<file path="src/hw/rtl/mtfr_pkg.sv">
package mtfr_pkg;

   localparam int DEF_MAX_ITEMS    = 1024;
   localparam int DEF_MAX_REQUESTS = 1024;
   localparam int DEF_TREE_NODES   = 4096;

   localparam int CFG_W   = 11;
   localparam int ITEM_W  = 11;
   localparam int RANK_W  = 10;
   localparam int CNT_W   = 11;
   localparam int CSR_IDX_W = 2;

   localparam logic [CSR_IDX_W-1:0] CSR_ITEM_COUNT    = 2'd0;
   localparam logic [CSR_IDX_W-1:0] CSR_REQUEST_COUNT = 2'd1;

   localparam logic CMD_RESTART = 1'b0;

   typedef enum logic {
      OP_RESTART = 1'b0,
      OP_ACCESS  = 1'b1
   } op_type;

   typedef struct packed {
      op_type              op;
      logic [ITEM_W-1:0]   item;
   } entry_type;

   typedef struct packed {
      logic      valid;
      entry_type entry;
   } queue_head_type;

   typedef enum logic [3:0] {
      ST_IDLE,
      ST_SWEEP,
      ST_SLOT_WAIT,
      ST_Q_RD,
      ST_Q_ACC,
      ST_INC_RD,
      ST_INC_WR,
      ST_DEC_RD,
      ST_DEC_WR,
      ST_RESULT
   } back_state_type;

endpackage

</file>
<file path="src/hw/rtl/mtfr_front.sv">
module mtfr_front (
   input  logic                        clock,
   input  logic                        reset,
   input  logic                        req_valid,
   output logic                        req_stall,
   input  logic                        req_cmd,
   input  logic [mtfr_pkg::ITEM_W-1:0] req_item,
   input  logic                        pop,
   output mtfr_pkg::queue_head_type    head
);
   import mtfr_pkg::*;

   entry_type  entries_ff [2];
   logic       rd_ptr_ff, rd_ptr_in;
   logic       wr_ptr_ff, wr_ptr_in;
   logic [1:0] count_ff, count_in;
   logic       push;
   entry_type  new_entry;

   assign req_stall = (count_ff == 2'd2);
   assign push      = req_valid && !req_stall;

   always_comb begin
      new_entry.op   = (req_cmd == CMD_RESTART) ? OP_RESTART : OP_ACCESS;
      new_entry.item = req_item;
   end

   always_comb begin
      rd_ptr_in = pop ? !rd_ptr_ff : rd_ptr_ff;
      wr_ptr_in = push ? !wr_ptr_ff : wr_ptr_ff;
      count_in  = count_ff + {1'b0, push} - {1'b0, pop};
   end

   always_ff @(posedge clock) begin
      if (reset) begin
         rd_ptr_ff <= 1'b0;
         wr_ptr_ff <= 1'b0;
         count_ff  <= 2'd0;
      end else begin
         rd_ptr_ff <= rd_ptr_in;
         wr_ptr_ff <= wr_ptr_in;
         count_ff  <= count_in;
      end
   end

   always_ff @(posedge clock) begin
      if (push) begin
         entries_ff[wr_ptr_ff] <= new_entry;
      end
   end

   assign head.valid = (count_ff != 2'd0);
   assign head.entry = entries_ff[rd_ptr_ff];

endmodule

</file>
<file path="config.mk">
export PLATFORM = sky130hd
export DESIGN_NAME = mtfr_front
export DESIGN_NICKNAME = d
export VERILOG_FILES = /design/src/hw/rtl/mtfr_pkg.sv /design/src/hw/rtl/mtfr_front.sv
export SDC_FILE = /design/constraint.sdc
export NUM_CORES = 1
export LEC_CHECK = 0
export ABC_CLOCK_PERIOD_IN_PS = 1450
export BUFFER_PORTS_ARGS = -buffer_cell sky130_fd_sc_hd__clkbuf_2
export CAP_MARGIN = 20
export CELL_PAD_IN_SITES_DETAIL_PLACEMENT = 2
export CELL_PAD_IN_SITES_GLOBAL_PLACEMENT = 2
export CORE_AREA = 2 2 87 47
export CTS_CLUSTER_DIAMETER = 80
export DETAILED_ROUTE_END_ITERATION = 7
export DIE_AREA = 0 0 89 49
export GPL_TIMING_DRIVEN = 0
export PLACE_DENSITY_LB_ADDON = 0.1
export SYNTH_ARGS = -nofsm -noshare
export SYNTH_HDL_FRONTEND = slang
export SYNTH_SLANG_ARGS = --single-unit
export TNS_END_PERCENT = 50
</file>
<file path="constraint.sdc">
create_clock -name clock -period 1.45 [get_ports clock]
set_clock_uncertainty 0.05 [all_clocks]
set_input_delay 0 -clock clock [delete_from_list [all_inputs] [get_ports clock]]
set_output_delay 0 -clock clock [all_outputs]
set_load 0.02 [all_outputs]
</file>
==> results.toml <==
[pwr]
ir_drop_mv = 0.778
p_leak_nw = 0.632
cellPowerDensity_nw_per_um2 = 1500

[synthesis]
synth_area_leaders = "edfxtp_1 66%, mux2_2 12%, dfxtp_1 9.2%"
synth_edf_count = 24
synth_top_area_share_pct = 66.3
post-synth-top-area-cell = "edfxtp_1"
syn_nets = 80
synthCells = 62
yosysWarnings = 0
yosys-top-cells-count = "24 x edfxtp_1, 12 x mux2_2, 5 x dfxtp_1, 3 x inv_1, 3 x nor2_1"
synth_cell_types = 18
synth-seq-cells = 29
ys_seq_area_share_pct = 75.5
yosysMostFrequentCell = "edfxtp_1"
synth.avg_cell_area_um2 = 17.5
syn_area_um2 = 1090
synth-main-ff-cell = "edfxtp_1"
async_flop_share_pct = 0

[timing]
setup_viol = 1
final-hold-violation-count = 0
fin_crit_ns = 1.46
relSlewSlack_pct = 79.4
slew_viol_final = 0
finalSetupTns_ns = -0.0104
fin_ws_ns = -0.0104
fin_crit_sh_pct = 101
rsz0062_at_grt = "yes"
tightest_slew_ns = 0.309
fmax_mhz = 685

[route]
wl_per_cell_um = 13.5
remaining_drc_errors = 0
route.vias.total = 685
drt_pass1_iterations = 3
via_per_inst = 4.05
antenna_left = 0
drtIter0Drc = 13
wirelength_mm = 2.29

[die]
die_area_um2 = 4360
core_area_um2 = 3680
die_w_um = 89
die_h_um = 49
row_count = 16
start_util_pct = 29.5
boundaryPins = 30

[cells_and_area]
nFillCells = 387
layout-drive-gt1-share_pct = 54.8
seq_area_um2 = 825
post-route-util_pct = 43.6
nNetsFinal = 132
fin_cells = 169
multiInputGateArea_um2 = 292
area_growth_pct = 47.6
n_antenna_cell = 0

[critical_path]
worst_setup_path_start_kind = "flop"
crit_chain = "nand2b_4 > nand2_4 > ha_4 > inv_2 > ha_4 > xor2_2 > xnor2_1 > nor2_1"
path_delay_family = "adder cells"
worst_path_most_repeated_cell = "ha_4"
cp.arrival_ns = 1.58
crit_path_end_kind = "flop"
critical-path-max-stage-delay_ns = 0.33
path_max_fanout = 3
path_class = "reg2reg"
crit-reg2reg-launch = "count_ff[0]"
cp.required_ns = 1.57
r2r_setup_slack_ns = -0.01
crit_slowest_cell = "dfxtp_2"
rr_worst_depth = 8
crit_buf_inv = 1
reg2reg_to = "count_ff[1]"

[min_path]
hold_depth = 4
hp-class = "in2reg"
hold_end = "wr_ptr_ff"
hold_start = "req_valid"

[clock_network]
root_buffer = "clkbuf_8"
cts_tree = "yes"
cts_max_path_buffers = 2
cts_sinks = 29
clkSlewWorstSetupHoldPaths_ns = 0.06
cts-buffers-inserted = 5
h-tree-depth = 2
insertion_delay_ns = 0.28

[placement]
port_buffers = 29
gp_congestion = 0.651
place_inst = 145

[grt]
antenna_found_initial = 0
grt_use_total_pct = 12.4
grt_overflow = 0
grt_pass1_wl_mm = 3.71
first_global_vias = 722
grt_start_max_net_pins = 13

[run_status]
run_status = "finished with violations"
failed_checks = "negative setup slack"

[flow_run]
maxCapViolations = 0
power breakdown:
group          total (mW)  internal [mW]  switching, mW
Clock               0.673          0.386          0.287
Combinational       0.634          0.285          0.349
Sequential           1.10           1.05         0.0543
timing repair:
item                                    4_1_cts  5_1_grt
endpoints found under the setup margin       23       23
resized for setup                            12        3
hold buffers                                 14        0
pin swaps                                     5        3
setup buffers                                 1        1
endpoints found under the hold margin        29        0
metal layers:
layer | GRT usage [%] | part of all wire, % | up-vias
met1 | 15.2 | 45 | 330
met2 | 18.5 | 47 | 23
li1 | - | - | 327
met5 | 0 | 0 | -
met3 | 5.08 | 5.8 | 5
met4 | 6.72 | 1.7 | 0
worst max path at each step:
stage / to / start / cells past startpoint
2_1_floorplan: count_ff[1] / count_ff[0] / 8
3_3_place_gp: count_ff[1] / count_ff[0] / 8
3_5_place_dp: count_ff[1] / count_ff[0] / 8
5_1_grt: count_ff[1] / count_ff[0] / 8
4_1_cts: count_ff[1] / count_ff[0] / 8
6_report: count_ff[1] / count_ff[0] / 8
worst min-delay path, stage by stage:
cell	delay [ns]
clkbuf_2	0.12
inv_1	0.07
o21ai_0	0.09
a21oi_1	0.14
sequential cells by signal (all words and copies together) (netlist names), named ones only:
name / flops
rd_ptr_ff: 1
entries_ff: 24
count_ff: 2
wr_ptr_ff: 1
cell families (layout without fill, tap and decap cells):
kind of cell | after synthesis | after routing | synth area share (%)
multiplexers | 12 | 12 | 12.4
buffers and inverters | 5 | 58 | 1.84
XOR/XNOR | 3 | 3 | 2.42
flip-flops | 29 | 29 | 75.5
adder cells (fa/ha/maj) | 2 | 2 | 2.30
AO/OA/AOI/OAI | 2 | 2 | 0.920
AND/OR/NAND/NOR | 9 | 9 | 4.60
layout make-up:
class / instances / area share (%)
timing repair buffer: 45 / 18.7
inverter: 4 / 1.25
tap: 54 / 4.21
sequential: 29 / 51.4
multi-input combinational: 28 / 18.2
buffer: 1 / 0.701
clock buffer: 8 / 5.61
cell usage in the layout (no fill, tap or decap), types with 3 or more instances in the layout:
cell type / count
clkbuf_2: 29
edfxtp_1: 24
dlygate4sd3_1: 14
mux2_2: 12
clkbuf_8: 6
nor2_1: 3
dfxtp_2: 3
metrics by stage:
stage	instance area [um^2]	worst slack (ns)	total power, mW	hold WS (ns)
after floorplan	1090	0.00844	1.44	0.0191
after global placement	1300	-0.0785	1.60	0.140
after detailed placement	1300	-0.111	1.62	0.144
after CTS	1590	-0.0187	2.41	0.125
after global routing	1610	-0.0973	2.56	0.175
final	1610	-0.0104	2.41	0.134
Note: power is estimated with default switching activity, not from simulation.
